<file path="src/rtl/ist_pkg.sv">
// Shared types and constants for the INI span tokenizer.
`timescale 1ns / 1ps

package ist_pkg;

    // Width of the offsets that leave the block, fixed by the result item.
    localparam int SPAN_BITS = 16;

    // Default width of the running byte offset.
    localparam int DEFAULT_OFFSET_BITS = 16;

    // Depth of the queue between the parser and the span emitter.
    localparam int DEFAULT_JOB_DEPTH = 4;

    // Characters that steer the parser.
    localparam logic [7:0] CH_LBRACK = 8'h5B;
    localparam logic [7:0] CH_RBRACK = 8'h5D;
    localparam logic [7:0] CH_HASH   = 8'h23;
    localparam logic [7:0] CH_EQUAL  = 8'h3D;
    localparam logic [7:0] CH_SPACE  = 8'h20;
    localparam logic [7:0] CH_TAB    = 8'h09;
    localparam logic [7:0] CH_LF     = 8'h0A;
    localparam logic [7:0] CH_CR     = 8'h0D;

    // Span kinds as they appear on the output.
    localparam logic [1:0] KIND_SECTION = 2'd0;
    localparam logic [1:0] KIND_KEY     = 2'd1;
    localparam logic [1:0] KIND_VALUE   = 2'd2;

    typedef enum logic [2:0] {
        MODE_SECT     = 3'd0,
        MODE_END_SECT = 3'd1,
        MODE_END_LINE = 3'd2,
        MODE_KEY      = 3'd3,
        MODE_END_KEY  = 3'd4,
        MODE_VALUE    = 3'd5,
        MODE_PENDING  = 3'd6
    } parse_mode_t;

    typedef struct packed {
        logic [7:0] text_byte;
        logic       stream_end;
    } in_item_t;

    typedef struct packed {
        logic [1:0]           span_kind;
        logic [SPAN_BITS-1:0] span_first;
        logic [SPAN_BITS-1:0] span_final;
        logic                 run_last;
    } out_item_t;

    // One finished key/value pair, with the section span it may need to announce.
    typedef struct packed {
        logic                 need_section;
        logic [SPAN_BITS-1:0] section_first;
        logic [SPAN_BITS-1:0] section_final;
        logic [SPAN_BITS-1:0] key_first;
        logic [SPAN_BITS-1:0] key_final;
        logic [SPAN_BITS-1:0] value_first;
        logic [SPAN_BITS-1:0] value_final;
    } pair_job_t;

endpackage

</file>
<file path="src/rtl/ist_front.sv">
// Byte parser: runs the tokenizer state machine and posts finished pairs.
`timescale 1ns / 1ps

module ist_front #(
    parameter int OFFSET_BITS = ist_pkg::DEFAULT_OFFSET_BITS
) (
    input  logic               clk,
    input  logic               rst_n,
    input  logic               in_valid,
    output logic               in_ready,
    input  ist_pkg::in_item_t  in_item,
    output logic               job_push,
    output ist_pkg::pair_job_t job_item,
    input  logic               job_full
);
    import ist_pkg::*;

    localparam int WIDE_BITS = (OFFSET_BITS > SPAN_BITS) ? OFFSET_BITS : SPAN_BITS;
    localparam logic [OFFSET_BITS-1:0] OFF_MAX = {OFFSET_BITS{1'b1}};
    localparam logic [OFFSET_BITS-1:0] OFF_ONE = OFFSET_BITS'(1);

    parse_mode_t             mode_reg, mode_next;
    parse_mode_t             resume_reg, resume_next;
    logic [OFFSET_BITS-1:0]  pos_reg, pos_next;
    logic [OFFSET_BITS-1:0]  sec_first_reg, sec_first_next;
    logic [OFFSET_BITS-1:0]  sec_final_reg, sec_final_next;
    logic [OFFSET_BITS-1:0]  key_first_reg, key_first_next;
    logic [OFFSET_BITS-1:0]  key_final_reg, key_final_next;
    logic [OFFSET_BITS-1:0]  val_first_reg, val_first_next;
    logic                    announced_reg, announced_next;

    logic                    accept;
    logic                    push_raw;
    logic                    need_section;
    logic [OFFSET_BITS-1:0]  val_final;
    logic [OFFSET_BITS-1:0]  pos_inc;
    logic [OFFSET_BITS-1:0]  pos_dec;
    logic [7:0]              b;
    logic                    eol;
    logic                    blank;

    function automatic logic [OFFSET_BITS-1:0] off_inc(input logic [OFFSET_BITS-1:0] v);
        return (v == OFF_MAX) ? OFF_MAX : v + OFF_ONE;
    endfunction

    function automatic logic [SPAN_BITS-1:0] to_span(input logic [OFFSET_BITS-1:0] v);
        logic [WIDE_BITS-1:0] w;
        w = WIDE_BITS'(v);
        return w[SPAN_BITS-1:0];
    endfunction

    assign in_ready = !job_full;
    assign accept   = in_valid && in_ready;
    assign b        = in_item.text_byte;
    assign eol      = b inside {CH_LF, CH_CR};
    assign blank    = b inside {CH_SPACE, CH_TAB};
    assign pos_inc  = off_inc(pos_reg);
    assign pos_dec  = pos_reg - OFF_ONE;

    always_comb
    begin
        mode_next      = mode_reg;
        resume_next    = resume_reg;
        sec_first_next = sec_first_reg;
        sec_final_next = sec_final_reg;
        key_first_next = key_first_reg;
        key_final_next = key_final_reg;
        val_first_next = val_first_reg;
        announced_next = announced_reg;
        push_raw       = 1'b0;
        need_section   = !announced_reg;
        val_final      = pos_dec;

        case (mode_reg)
            MODE_SECT:
            begin
                if (b == CH_LBRACK) begin
                    sec_first_next = pos_inc;
                    mode_next      = MODE_END_SECT;
                end else if (b == CH_HASH) begin
                    mode_next = MODE_END_LINE;
                end
            end
            MODE_END_SECT:
            begin
                if (b == CH_RBRACK) begin
                    sec_final_next = pos_dec;
                    mode_next      = MODE_END_LINE;
                    resume_next    = MODE_KEY;
                    announced_next = 1'b0;
                end else if (b == CH_HASH || b == CH_SPACE) begin
                    mode_next   = MODE_END_LINE;
                    resume_next = MODE_SECT;
                end else if (eol) begin
                    mode_next = MODE_SECT;
                end
            end
            MODE_END_LINE:
            begin
                if (eol) begin
                    if (resume_reg == MODE_PENDING) begin
                        push_raw       = 1'b1;
                        announced_next = 1'b1;
                        mode_next      = MODE_KEY;
                    end else begin
                        mode_next = resume_reg;
                    end
                end
            end
            MODE_KEY:
            begin
                if (eol || blank) begin
                    mode_next = MODE_KEY;
                end else if (b == CH_HASH) begin
                    resume_next = MODE_KEY;
                    mode_next   = MODE_END_LINE;
                end else if (b == CH_LBRACK) begin
                    sec_first_next = pos_inc;
                    mode_next      = MODE_END_SECT;
                end else begin
                    key_first_next = pos_reg;
                    mode_next      = MODE_END_KEY;
                end
            end
            MODE_END_KEY:
            begin
                if (eol) begin
                    resume_next = MODE_SECT;
                    mode_next   = MODE_END_LINE;
                end else if (blank) begin
                    key_final_next = pos_dec;
                    mode_next      = MODE_VALUE;
                end else if (b == CH_EQUAL) begin
                    key_final_next = pos_dec;
                    val_first_next = pos_inc;
                    resume_next    = MODE_PENDING;
                    mode_next      = MODE_END_LINE;
                end
            end
            MODE_VALUE:
            begin
                if (eol) begin
                    mode_next = MODE_KEY;
                end else if (b == CH_EQUAL) begin
                    val_first_next = pos_inc;
                    resume_next    = MODE_PENDING;
                    mode_next      = MODE_END_LINE;
                end
            end
            default:
            begin
                mode_next = mode_reg;
            end
        endcase

        pos_next = pos_inc;

        // A pair is built from the span registers as they stand after this byte.
        job_item.section_first = to_span(sec_first_next);
        job_item.section_final = to_span(sec_final_next);
        job_item.key_first     = to_span(key_first_next);
        job_item.key_final     = to_span(key_final_next);
        job_item.value_first   = to_span(val_first_next);

        // The final byte flushes a pair still waiting for its line end,
        // then everything returns to its reset value.
        if (in_item.stream_end) begin
            if (mode_next == MODE_END_LINE && resume_next == MODE_PENDING) begin
                push_raw     = 1'b1;
                need_section = !announced_next;
                val_final    = pos_inc - OFF_ONE;
            end
            mode_next      = MODE_SECT;
            resume_next    = MODE_SECT;
            pos_next       = '0;
            sec_first_next = '0;
            sec_final_next = '0;
            key_first_next = '0;
            key_final_next = '0;
            val_first_next = '0;
            announced_next = 1'b0;
        end

        job_item.need_section = need_section;
        job_item.value_final  = to_span(val_final);
    end

    assign job_push = accept && push_raw;

    always_ff @(posedge clk or negedge rst_n)
    begin
        if (!rst_n) begin
            mode_reg      <= MODE_SECT;
            resume_reg    <= MODE_SECT;
            pos_reg       <= '0;
            sec_first_reg <= '0;
            sec_final_reg <= '0;
            key_first_reg <= '0;
            key_final_reg <= '0;
            val_first_reg <= '0;
            announced_reg <= 1'b0;
        end else if (accept) begin
            mode_reg      <= mode_next;
            resume_reg    <= resume_next;
            pos_reg       <= pos_next;
            sec_first_reg <= sec_first_next;
            sec_final_reg <= sec_final_next;
            key_first_reg <= key_first_next;
            key_final_reg <= key_final_next;
            val_first_reg <= val_first_next;
            announced_reg <= announced_next;
        end
    end

endmodule

</file>
<file path="src/rtl/ist_job_fifo.sv">
// Short queue of finished pairs between the parser and the span emitter.
`timescale 1ns / 1ps

module ist_job_fifo #(
    parameter int DEPTH = ist_pkg::DEFAULT_JOB_DEPTH
) (
    input  logic               clk,
    input  logic               rst_n,
    input  logic               push,
    input  ist_pkg::pair_job_t push_item,
    output logic               full,
    input  logic               pop,
    output ist_pkg::pair_job_t head_item,
    output logic               head_valid
);
    import ist_pkg::*;

    localparam int PTR_BITS = (DEPTH > 1) ? $clog2(DEPTH) : 1;
    localparam int CNT_BITS = $clog2(DEPTH + 1);
    localparam logic [PTR_BITS-1:0] LAST_SLOT = PTR_BITS'(DEPTH - 1);
    localparam logic [CNT_BITS-1:0] FULL_COUNT = CNT_BITS'(DEPTH);

    pair_job_t             slots_reg [DEPTH];
    logic [PTR_BITS-1:0]   wr_ptr_reg, wr_ptr_next;
    logic [PTR_BITS-1:0]   rd_ptr_reg, rd_ptr_next;
    logic [CNT_BITS-1:0]   count_reg, count_next;
    logic                  do_push;
    logic                  do_pop;

    assign full       = (count_reg == FULL_COUNT);
    assign head_valid = (count_reg != '0);
    assign head_item  = slots_reg[rd_ptr_reg];
    assign do_push    = push && !full;
    assign do_pop     = pop && head_valid;

    always_comb
    begin
        wr_ptr_next = wr_ptr_reg;
        rd_ptr_next = rd_ptr_reg;
        count_next  = count_reg;
        if (do_push) begin
            wr_ptr_next = (wr_ptr_reg == LAST_SLOT) ? '0 : wr_ptr_reg + PTR_BITS'(1);
        end
        if (do_pop) begin
            rd_ptr_next = (rd_ptr_reg == LAST_SLOT) ? '0 : rd_ptr_reg + PTR_BITS'(1);
        end
        if (do_push && !do_pop) begin
            count_next = count_reg + CNT_BITS'(1);
        end else if (do_pop && !do_push) begin
            count_next = count_reg - CNT_BITS'(1);
        end
    end

    always_ff @(posedge clk)
    begin
        if (do_push) begin
            slots_reg[wr_ptr_reg] <= push_item;
        end
    end

    always_ff @(posedge clk or negedge rst_n)
    begin
        if (!rst_n) begin
            wr_ptr_reg <= '0;
            rd_ptr_reg <= '0;
            count_reg  <= '0;
        end else begin
            wr_ptr_reg <= wr_ptr_next;
            rd_ptr_reg <= rd_ptr_next;
            count_reg  <= count_next;
        end
    end

endmodule

</file>
<file path="src/rtl/ist_back.sv">
// Span emitter: expands each queued pair into key and value items, with a section item first when needed.
`timescale 1ns / 1ps

module ist_back (
    input  logic               clk,
    input  logic               rst_n,
    input  ist_pkg::pair_job_t head_item,
    input  logic               head_valid,
    output logic               head_pop,
    output logic               out_valid,
    input  logic               out_ready,
    output ist_pkg::out_item_t out_item
);
    import ist_pkg::*;

    logic        out_valid_reg, out_valid_next;
    out_item_t   out_item_reg, out_item_next;
    logic        started_reg, started_next;
    logic [1:0]  phase_reg, phase_next;
    logic [1:0]  cur_kind;
    logic        load;

    // The first span of a pair is the section only when it still needs announcing.
    assign cur_kind = started_reg ? phase_reg
                    : (head_item.need_section ? KIND_SECTION : KIND_KEY);
    assign load     = head_valid && (!out_valid_reg || out_ready);
    assign head_pop = load && (cur_kind == KIND_VALUE);

    always_comb
    begin
        out_valid_next = out_valid_reg && !out_ready;
        out_item_next  = out_item_reg;
        started_next   = started_reg;
        phase_next     = phase_reg;
        if (load) begin
            out_valid_next          = 1'b1;
            out_item_next.span_kind = cur_kind;
            out_item_next.run_last  = 1'b0;
            case (cur_kind)
                KIND_SECTION:
                begin
                    out_item_next.span_first = head_item.section_first;
                    out_item_next.span_final = head_item.section_final;
                    started_next             = 1'b1;
                    phase_next               = KIND_KEY;
                end
                KIND_KEY:
                begin
                    out_item_next.span_first = head_item.key_first;
                    out_item_next.span_final = head_item.key_final;
                    started_next             = 1'b1;
                    phase_next               = KIND_VALUE;
                end
                default:
                begin
                    out_item_next.span_first = head_item.value_first;
                    out_item_next.span_final = head_item.value_final;
                    out_item_next.run_last   = 1'b1;
                    started_next             = 1'b0;
                    phase_next               = KIND_SECTION;
                end
            endcase
        end
    end

    always_ff @(posedge clk)
    begin
        out_item_reg <= out_item_next;
    end

    always_ff @(posedge clk or negedge rst_n)
    begin
        if (!rst_n) begin
            out_valid_reg <= 1'b0;
            started_reg   <= 1'b0;
            phase_reg     <= KIND_SECTION;
        end else begin
            out_valid_reg <= out_valid_next;
            started_reg   <= started_next;
            phase_reg     <= phase_next;
        end
    end

    assign out_valid = out_valid_reg;
    assign out_item  = out_item_reg;

endmodule

</file>
<file path="src/rtl/ini_span_tokenizer_top.sv">
// Top level of the INI span tokenizer: parser, pair queue and span emitter.
`timescale 1ns / 1ps

// The block takes one text byte per cycle and reports section, key and value
// spans as byte offsets. The parser handles each byte in the cycle it is
// accepted, so bytes flow at one per cycle; a finished key/value pair goes into
// a queue of JOB_DEPTH pairs and the emitter sends its two or three spans at
// one per cycle from a registered output while out_ready is high. Input stalls
// only when that queue is full, which happens when pairs arrive faster than
// the emitter can send their spans or the output is held off. The byte offset
// counter is OFFSET_BITS wide and saturates; offsets are reported as their low
// 16 bits. All parser state returns to its reset values after a byte marked
// stream_end.
module ini_span_tokenizer_top #(
    parameter int OFFSET_BITS = ist_pkg::DEFAULT_OFFSET_BITS,
    parameter int JOB_DEPTH   = ist_pkg::DEFAULT_JOB_DEPTH
) (
    input  logic               clk,
    input  logic               rst_n,
    input  logic               in_valid,
    output logic               in_ready,
    input  ist_pkg::in_item_t  in_item,
    output logic               out_valid,
    input  logic               out_ready,
    output ist_pkg::out_item_t out_item
);
    import ist_pkg::*;

    logic      job_push;
    pair_job_t job_item;
    logic      job_full;
    logic      job_pop;
    pair_job_t head_item;
    logic      head_valid;

    ist_front #(
        .OFFSET_BITS(OFFSET_BITS)
    ) u_front (
        .clk      (clk),
        .rst_n    (rst_n),
        .in_valid (in_valid),
        .in_ready (in_ready),
        .in_item  (in_item),
        .job_push (job_push),
        .job_item (job_item),
        .job_full (job_full)
    );

    ist_job_fifo #(
        .DEPTH(JOB_DEPTH)
    ) u_fifo (
        .clk        (clk),
        .rst_n      (rst_n),
        .push       (job_push),
        .push_item  (job_item),
        .full       (job_full),
        .pop        (job_pop),
        .head_item  (head_item),
        .head_valid (head_valid)
    );

    ist_back u_back (
        .clk        (clk),
        .rst_n      (rst_n),
        .head_item  (head_item),
        .head_valid (head_valid),
        .head_pop   (job_pop),
        .out_valid  (out_valid),
        .out_ready  (out_ready),
        .out_item   (out_item)
    );

endmodule
</file>
<file path="config.mk">
export PLATFORM = sky130hd
export DESIGN_NAME = ini_span_tokenizer_top
export DESIGN_NICKNAME = d
export VERILOG_FILES = /design/src/rtl/ist_pkg.sv /design/src/rtl/ist_front.sv /design/src/rtl/ist_job_fifo.sv /design/src/rtl/ist_back.sv /design/src/rtl/ini_span_tokenizer_top.sv
export SDC_FILE = /design/constraint.sdc
export NUM_CORES = 1
export LEC_CHECK = 0
export ABC_AREA = 0
export BUFFER_PORTS_ARGS = -buffer_cell sky130_fd_sc_hd__buf_2
export CORE_MARGIN = 2
export CORE_UTILIZATION = 30
export CTS_CLUSTER_SIZE = 25
export DETAILED_ROUTE_END_ITERATION = 8
export HOLD_SLACK_MARGIN = 0.03
export SYNTH_ARGS = -nofsm -noshare
export SYNTH_HDL_FRONTEND = slang
export SYNTH_HIERARCHICAL = 1
export SYNTH_SLANG_ARGS = --single-unit
</file>
<file path="constraint.sdc">
create_clock -name clk -period 6.3 [get_ports clk]
set_clock_uncertainty 0.05 [all_clocks]
set_input_delay 0 -clock clk [delete_from_list [all_inputs] [get_ports clk]]
set_output_delay 0 -clock clk [all_outputs]
set_load 0.03 [all_outputs]
</file>
# Yosys cells after proc, flatten, opt, wreduce, memory -nomap -nowiden
# Memory sizes are Yosys's and may differ from the RTL's.
# Cells that the tools add are included.
# word_totals
output_inout_bits	37
ram_bits	388
word_cells	155
regBits	149
input_bits	13
mem_count	1
# memory_table
memory	words	width	read_ports	rd_clocked_by_memory_dff	wr	line_no	text
u_fifo.slots_reg	4	97	1	0	1	ist_job_fifo.sv:23	pair_job_t slots_reg [DEPTH];
# op_classes
reduce_logical	27
n_mux	79
add_sub_neg	7
eq_ne	22
# op_table
operator	count
2-to-1 mux 16 bit	26
2-to-1 mux 3 bit	26
one-hot mux 16 bit (2 select lines)	2
one-hot mux 32 bit (2 select lines)	1
subtractor 16 x 1 -> 16 bit, second input constant	2
== test 8 x 4 -> 1 bit, second input constant	3
== test 8 x 6 -> 1 bit, second input constant	3
one-hot mux 3 bit (6 select lines)	1
2-to-1 mux 1 bit	17
adder 16 x 1 -> 16 bit, second input constant	1
== test 16 bit, second input constant	1
== test 8 x 7 -> 1 bit, second input constant	2
== test 3 bit, second input constant	5
one-hot mux 3 bit (4 select lines)	1
logical AND 1 bit	10
== test 3 x 2 -> 1 bit, second input constant	3
logical NOT 1 bit	7
== test 2 bit, second input constant	3
2-to-1 mux 2 bit	3
nonzero test 2 bit	3
adder 2 x 1 -> 2 bit, second input constant	2
one-hot mux 2 bit (2 select lines)	1
adder 3 x 1 -> 3 bit, second input constant	1
== test 3 x 1 -> 1 bit, second input constant	1
8 further kinds	10

# Longest topological paths before layout
# Gate-level depths: netlist of the first run.
# logic_depth
word_depth	16
depth_mapped	15
depth_no_buf	14

# Hierarchy
# Netlist of the first run, hierarchy kept.
# modules_own_cells
module	seq_area_each_um2	cells_each	area_per_inst_um2	n_inst
ist_job_fifo	11826.3	544	14417.6	1
ist_front	2577.5	684	6341.1	1
ist_back	1121.1	244	2508.7	1

# Worst setup path before layout of the first run
# No wires, ideal clock.
# synth_timing
kind	register -> register
start	register u_front.mode_reg[2]
end	memory u_fifo/slots_reg[3][0] (netlist name) (enable)
period_less_slack_ns	6.610
stages_incl_launch_ff	9
setup_time_ns	0.555
path_slack_ns	-0.310
n_path_buf	1
arrival_ns	6.005
required_ns	5.695
cell_sequence	dfrtp_1 > clkbuf_1 > and2_1 > or4_1 > a211oi_2 > nand4_1 > a21oi_1 > nand2_1 > nor2_1
# synth_via
elab_chain_cells	12
word_cells_on_any_way	28
cone_classes	eq/ne (7); mux (17); reduce/logical (4)
# synth_rtl
item	line_no	text
from (decl)	ist_front.sv:22	parse_mode_t mode_reg, mode_next;
from (signal assigned)	ist_front.sv:203	mode_reg <= mode_next;
2-to-1 mux 3 bit, on equally long branches	ist_front.sv:133, ist_front.sv:144, ist_front.sv:94	
2-to-1 mux 3 bit, on equally long branches	ist_front.sv:130, ist_front.sv:91	
2-to-1 mux 3 bit, on equally long branches	ist_front.sv:127, ist_front.sv:86	
one-hot mux 3 bit (6 select lines)	ist_front.sv:74	case (mode_reg)
== test 3 x 2 -> 1 bit	ist_front.sv:168	if (mode_next == MODE_END_LINE && resume_next == MODE_PENDING) begin
logical AND 1 bit	ist_front.sv:168	
2-to-1 mux 1 bit	ist_front.sv:168	
2-to-1 mux 1 bit (*)	ist_front.sv:167	if (in_item.stream_end) begin
logical AND 1 bit (*)	ist_front.sv:188	assign job_push = accept && push_raw;
named net job_push	ini_span_tokenizer_top.sv:29	logic job_push;
logical AND 1 bit (*)	ist_job_fifo.sv:33	assign do_push = push && !full;
2-to-1 mux 1 bit (*)	ist_job_fifo.sv:56	if (do_push) begin
2-to-1 mux 1 bit (not written as such) (*)	ist_job_fifo.sv:57	slots_reg[wr_ptr_reg] <= push_item;
to (decl)	ist_job_fifo.sv:23	
# Mark *: on every way through the listed nets, which the timed path passes. The rest lies on a longest branch.

# Worst setup path after layout of the first run
# layout_timing
start	register u_front.mode_reg[1]
end	memory u_fifo/slots_reg[1][79] (netlist name) (enable)
# layout_via
elab_chain_cells	12
word_cells_on_any_way	28
cone_classes	eq/ne (7); mux (17); reduce/logical (4)
# layout_rtl
item	line_no	text
2-to-1 mux 3 bit, on equally long branches	ist_front.sv:133, ist_front.sv:144, ist_front.sv:94	
2-to-1 mux 3 bit, on equally long branches	ist_front.sv:130, ist_front.sv:91	
2-to-1 mux 3 bit, on equally long branches	ist_front.sv:127, ist_front.sv:86	
one-hot mux 3 bit (6 select lines)	ist_front.sv:74	
== test 3 x 2 -> 1 bit	ist_front.sv:168	
logical AND 1 bit	ist_front.sv:168	
2-to-1 mux 1 bit	ist_front.sv:168	
2-to-1 mux 1 bit (*)	ist_front.sv:167	
logical AND 1 bit (*)	ist_front.sv:188	
named net job_push	ini_span_tokenizer_top.sv:29	
logical AND 1 bit (*)	ist_job_fifo.sv:33	
named net u_fifo.do_push	ist_job_fifo.sv:27	logic do_push;
2-to-1 mux 1 bit (*)	ist_job_fifo.sv:56	
2-to-1 mux 1 bit (not written as such) (*)	ist_job_fifo.sv:57	
# Marks and branches as above.

==> results.cfg, run 1 <==
[global_route]
grt_max_degree = 98
grt_pass1_wl_mm = 85.5
grt_antenna_before_repair = 1
first_global_vias = 14005
overflow = 0
grt_util_all_layers_pct = 14.1

[drt]
wl_per_cell_um = 21.5
ant_nets = 0
wl_met1_mm = 23.8
dr_wl_met3_mm = 2.63
vias = 13297
met2_length_mm = 27.7
dr.pass1.iters = 5
drt-total-wl_mm = 55.8
route.detailed.drc = 0
drt_iter0_drc = 915
avgViaCountPerCell = 5.14
top_layer_used = met5

[critical_path]
cp.buffers_inverters = 1
r2r_cells = 9
worstPathMaxFanout = 41
crit-reg2reg-launch = u_front/mode_reg[1]
reg2reg_setup_slack_ps = 1640
crit_chain = nand2b_1 -> or3_1 -> o211ai_1 -> and4b_1 -> nand4_1 -> a21oi_1 -> nor2b_1 -> and2_4 -> buf_4
crit_type = reg2reg
required_ps = 6490
cp_data_arrival_time_ps = 4850
max_stage_delay_ps = 810
critical_path.slowest_cell = or3_1
worst_r2r_endpoint = u_fifo/slots_reg[1][79]
endpoint_kind = register
cp-start-kind = register
crit_family = simple AND/OR/NAND/NOR gates

[finish]
final_cells = 2589
nets = 1526
antenna_cells = 0
final_common_cell = edfxtp_1
utilization_pct = 34.5
syn_to_final_growth_pct = 14.4
layout-drive-gt1-share_pct = 21.4
final_cell_mix = edfxtp_1, dfrtp_1, mux4_2
largest_reg_flops = 388

[run_status]
status = completed

[place]
gp_congestion = 0.888
post-dp-hpwl_mm = 33.3
portBuffers = 49
dp.cells = 2479

[floorplan]
io_pins = 50
chipHeight_um = 282
core.rowCount = 102
die_w_um = 282
die_area_mm2 = 0.0798
core-area_mm2 = 0.0771
start_util_pct = 30.2

[timing]
post-route-min-period_ps = 4660
finalHoldViolCount = 0
setup-violations-final = 0
timing.final.crit_share_pct = 73.9
worst_pin_slew_ps = 1180
tns_ps = 0
rsz0062_at_grt = no
slew_headroom_pct = 21.6
clock.fmax_mhz = 215
final_max_slew_viol_count = 0

[worst_hold_path]
worstHoldStart = in_item[3]
min_path_type = in2reg
min_to = u_front/mode_reg[1]
hold_path_depth = 5

[cts]
cts_setup_buffers = 0
cts_max_level = 2
cts_root_buf = clkbuf_16
cts_sinks = 536
clk_latency_ps = 620
clkTransAtPathRegs_ps = 60
clock_path_buffers = 3
cts_tree = done
numCtsBuffers = 54

[logic_synthesis]
synth_top_area_share_pct = 54.5
syn_nets = 1495
synthArstFlopShare_pct = 21.3
ys.warnings.count = 6
yosysTopAreaCell = edfxtp_1
netlist_instances = 1472
netlist_top_cells_area = edfxtp_1, dfrtp_1, mux4_2, a22o_1, mux2_2
synth_ff_type = edfxtp_1
seq_area_frac_synth_pct = 66.7
syn_area_mm2 = 0.0233
avgSynthCellArea_um2 = 15.8
synthDistinctLibCells = 70
synth_edf_count = 422
synth-seq-cells = 536

[power_and_ir_drop]
power_density_mw_per_mm2 = 285
vdd_drop_max_uv = 215
power_w = 0.00759
p_leak_nw = 9.35

[job]
cap_violations = 0
## cells in the mapped netlist, types with 3 or more instances
cell type  number
and2_1          5
edfxtp_1      422
nor4_1         13
nor2_1         37
and4_1          3
a211oi_1       33
nand4_1        10
o31ai_1         4
dfrtp_1       114
xnor2_1        26
and3_1          4
ha_1            9
inv_1          49
buf_4          14
buf_6           5
a311oi_1       31
buf_1           3
nor2b_1        37
o21ai_0        66
nor3_1         14
or4_1           9
nand3_1        13
a21oi_1        18
nand2_1        84
mux4_2         97
xor2_1         14
a22o_1         85
nand2b_1       11
nor3b_1         6
mux2i_1        20
o22ai_2        11
mux2_2         32
a31oi_1         7
or3_1           7
nand3b_1        5
o22ai_1        25
buf_2          25
clkbuf_1       57
## through the flow
stage | area, µm² | hold slack (ps) | setup WS, ps
final | 26600 | 80.4 | 1640
after global routing | 26600 | 107 | 1230
after CTS | 26600 | 42.8 | 1560
after detailed placement | 24500 | 99.3 | 1600
after global placement | 24500 | 86.6 | 1700
after floorplan | 23300 | -346 | 1300
## area by class of cell
cell class	instances	area, µm²
fill	7370	50500
sequential	536	15500
multi-input combinational	780	7040
clock buffer	58	1400
tap	1040	1300
clock inverter	44	584
timing repair buffer	82	571
inverter	49	184
## what timing repair did
action,in CTS,in global routing
hold buffers,8,0
gates resized for setup,0,0
endpoints found under the hold margin,108,0
setup endpoints to repair,0,0
## per-layer routing
metal  up-vias  global-route usage (%)
met5         -                       0
met3       104                    2.58
met4         2                    4.78
met2       320                    24.0
met1      6960                    18.1
li1       5911                       -
## power breakdown
part | switching (W) | total (W) | internal, W
Sequential | 0.00000861 | 0.00382 | 0.00381
Clock | 0.00141 | 0.00353 | 0.00212
Combinational | 0.000175 | 0.000242 | 0.0000670
## kinds of logic (layout without fill, tap and decap cells)
group                      count (synthesis)  count (layout)  share of synthesized area, %
buffers and inverters                    156             233                          3.23
and+or+nand+nor                          274             274                          6.35
AOI/OAI and AO/OA                        306             306                          9.78
xor gates and xnor gates                  40              40                          1.51
DFF                                      536             536                          66.7
adders and majority gates                 10              10                         0.570
muxes                                    150             150                          11.8
## how the worst max path moves through the flow
stage	start	end	slack (ps)	depth (start not counted)
2_1_floorplan	u_front/mode_reg[2]	u_fifo/slots_reg[0][0]	1300	8
3_3_place_gp	u_front/mode_reg[2]	u_fifo/slots_reg[1][84]	1700	9
3_5_place_dp	u_front/mode_reg[2]	u_fifo/slots_reg[1][79]	1600	9
4_1_cts	u_front/mode_reg[2]	u_fifo/slots_reg[1][79]	1560	9
5_1_grt	u_front/mode_reg[2]	u_fifo/slots_reg[1][79]	1230	9
6_report	u_front/mode_reg[1]	u_fifo/slots_reg[1][79]	1640	9
## worst reg2reg max path, delay by kind of cell (launching register included)
| kind | cells | cell delay, ps |
|---|---|---|
| compound gates | 2 | 520 |
| buf+inv | 1 | 560 |
| flops | 1 | 540 |
| simple gates | 6 | 2600 |
Note: power is estimated with default switching activity, not from simulation.
==> inputs of run 2 (changes only) <==
==> constraint.sdc (replaced) <==
create_clock -name clk -period 4.55 [get_ports clk]
set_clock_uncertainty 0.05 [all_clocks]
set_input_delay 0 -clock clk [delete_from_list [all_inputs] [get_ports clk]]
set_output_delay 0 -clock clk [all_outputs]
set_load 0.03 [all_outputs]
==> run 2 against run 1 <==
Against the previous run: sequential cell count unchanged; sequential share of layout area is 0.36 points higher; hold slack gained 39 ps; non-clock buffer count increased by 5; clock-buffer cell count increased by 7; combinational power increased by 44%; total power rose by 31%; maximum frequency increased by 18%; worst setup slack worse by 1000 ps.
==> results.cfg, run 2 (same netlist as run 1, synthesis figures left out) <==
[drt]
ant_nets = 0
dr.pass1.iters = 7
drt-total-wl_mm = 56.3
vias = 13318
wl_per_cell_um = 21.7
avgViaCountPerCell = 5.14
route.detailed.drc = 0
drt_iter0_drc = 1080

[critical_path]
crit-reg2reg-launch = u_front/mode_reg[2]
reg2reg_setup_slack_ps = 590
worstPathMaxFanout = 56
required_ps = 4740
r2r_cells = 9
cp-start-kind = register
cp_data_arrival_time_ps = 4150
endpoint_kind = register
worst_r2r_endpoint = u_fifo/slots_reg[0][42]
crit_type = reg2reg

[place]
portBuffers = 49
gp_congestion = 0.818
post-dp-hpwl_mm = 33.5
dp.cells = 2484
pre_cts_slack_ps = 622

[global_route]
grt_pass1_wl_mm = 85.9
first_global_vias = 13795
overflow = 0
grt_max_degree = 99
grt_util_all_layers_pct = 14.2
grt_antenna_before_repair = 0

[finish]
antenna_cells = 0
utilization_pct = 34.3
largest_reg_flops = 388
final_common_cell = edfxtp_1
layout-drive-gt1-share_pct = 20.5
final_cells = 2592
syn_to_final_growth_pct = 13.7
nets = 1530
fillers = 7417
final_cell_mix = edfxtp_1, dfrtp_1, mux4_2

[cts]
post_cts_resize_count = 0
clkTransAtPathRegs_ps = 70
clk_latency_ps = 600
cts_hold_buf = 8
cts_setup_buffers = 0
numCtsBuffers = 53
clock_path_buffers = 3
cts_tree = done
cts_max_level = 2
cts_root_buf = clkbuf_16
cts_sinks = 536

[floorplan]
io_pins = 50
core.rowCount = 102
start_util_pct = 30.2
core-area_mm2 = 0.0771
die_area_mm2 = 0.0798
die_w_um = 282
chipHeight_um = 282

[timing]
setup-violations-final = 0
tns_ps = 0
hold_ws_ps = 120
clock.fmax_mhz = 253
finalHoldViolCount = 0
rsz0062_at_grt = no
timing.final.crit_share_pct = 86.9
worst_pin_slew_ps = 1110
final_max_slew_viol_count = 0
post-route-min-period_ps = 3960
fin_ws_ps = 594
slew_headroom_pct = 26.2

[worst_hold_path]
min_to = u_front/resume_reg[2]
min_path_type = in2reg
hold_path_depth = 6
worstHoldStart = in_item[8]

[power_and_ir_drop]
p_sw_share_pct = 21.2
clockPowerShare_pct = 43.3
power_density_mw_per_mm2 = 376
pwr-share-seq_pct = 53.2
p_leak_nw = 9.23
p_int_w = 0.00784
comb_power_share_pct = 3.5
vdd_drop_max_uv = 247
switching_power_w = 0.00211

[job]
cap_violations = 0

[run_status]
status = completed
-- run 2: changes by cell type in the layout (fill, tap and decap cells not counted), sizes merged --
| cell | change |
|---|---|
| clkinv | +1 |
| buf | +5 |
| bufinv | -8 |
| clkinvlp | -1 |
| inv | -1 |
| clkbuf | +7 |
-- run 2: power groups by stage --
stage               Combinational [W]  Sequential, W  Clock, W
finish                       0.000348        0.00529   0.00431
detailed placement           0.000343        0.00539         0
CTS                          0.000353        0.00529   0.00443
global placement             0.000340        0.00539         0
floorplan                    0.000199        0.00538         0
global route                 0.000377        0.00529   0.00461
-- run 2: stage by stage --
| stage | power [W] | area, µm² |
|---|---|---|
| global route | 0.0103 | 26400 |
| global placement | 0.00573 | 24600 |
| finish | 0.00995 | 26400 |
| CTS | 0.0101 | 26400 |
| detailed placement | 0.00574 | 24600 |
| floorplan | 0.00558 | 23300 |
-- run 2: routing by layer --
| layer | track usage, % | wire, µm |
|---|---|---|
| met2 | 24.5 | 28400 |
| met3 | 2.46 | 2820 |
| met4 | 3.73 | 1230 |
| met1 | 18.4 | 23800 |
| met5 | 0 | 0 |
-- run 2: area by class of cell --
type                    instances  area [µm²]  share of cell area, %
inverters                      49         184                  0.695
flip-flops and latches        536       15500                   58.7
clock buffers                  65        1430                   5.42
clock inverters                35         283                   1.07
well taps                    1040        1300                   4.92
repair buffers                 87         671                   2.54
multi-input cells             780        7040                   26.6
-- run 2: worst max path at each step --
stage | start | end | slack (ps) | cells past startpoint
finish | u_front/mode_reg[2] | u_fifo/slots_reg[0][42] | 590 | 9
global route | in_item[7] | u_fifo/slots_reg[0][5] | 380 | 13
CTS | u_front/mode_reg[1] | u_fifo/slots_reg[0][6] | 570 | 9
detailed placement | u_front/mode_reg[1] | u_fifo/slots_reg[0][74] | 620 | 9
global placement | u_front/mode_reg[2] | u_fifo/count_reg[2] | 640 | 13
floorplan | u_front/mode_reg[2] | u_fifo/slots_reg[0][0] | 610 | 8
-- run 2: worst max-delay path, stage by stage (launching register included) --
cell      delay, ps
dfrtp_1         640
nor2b_1         140
nor4b_1         170
or4_1           510
a211oi_2        360
nand4_1         230
a21oi_1         220
nor2b_1         420
and2_4          440
buf_12          370
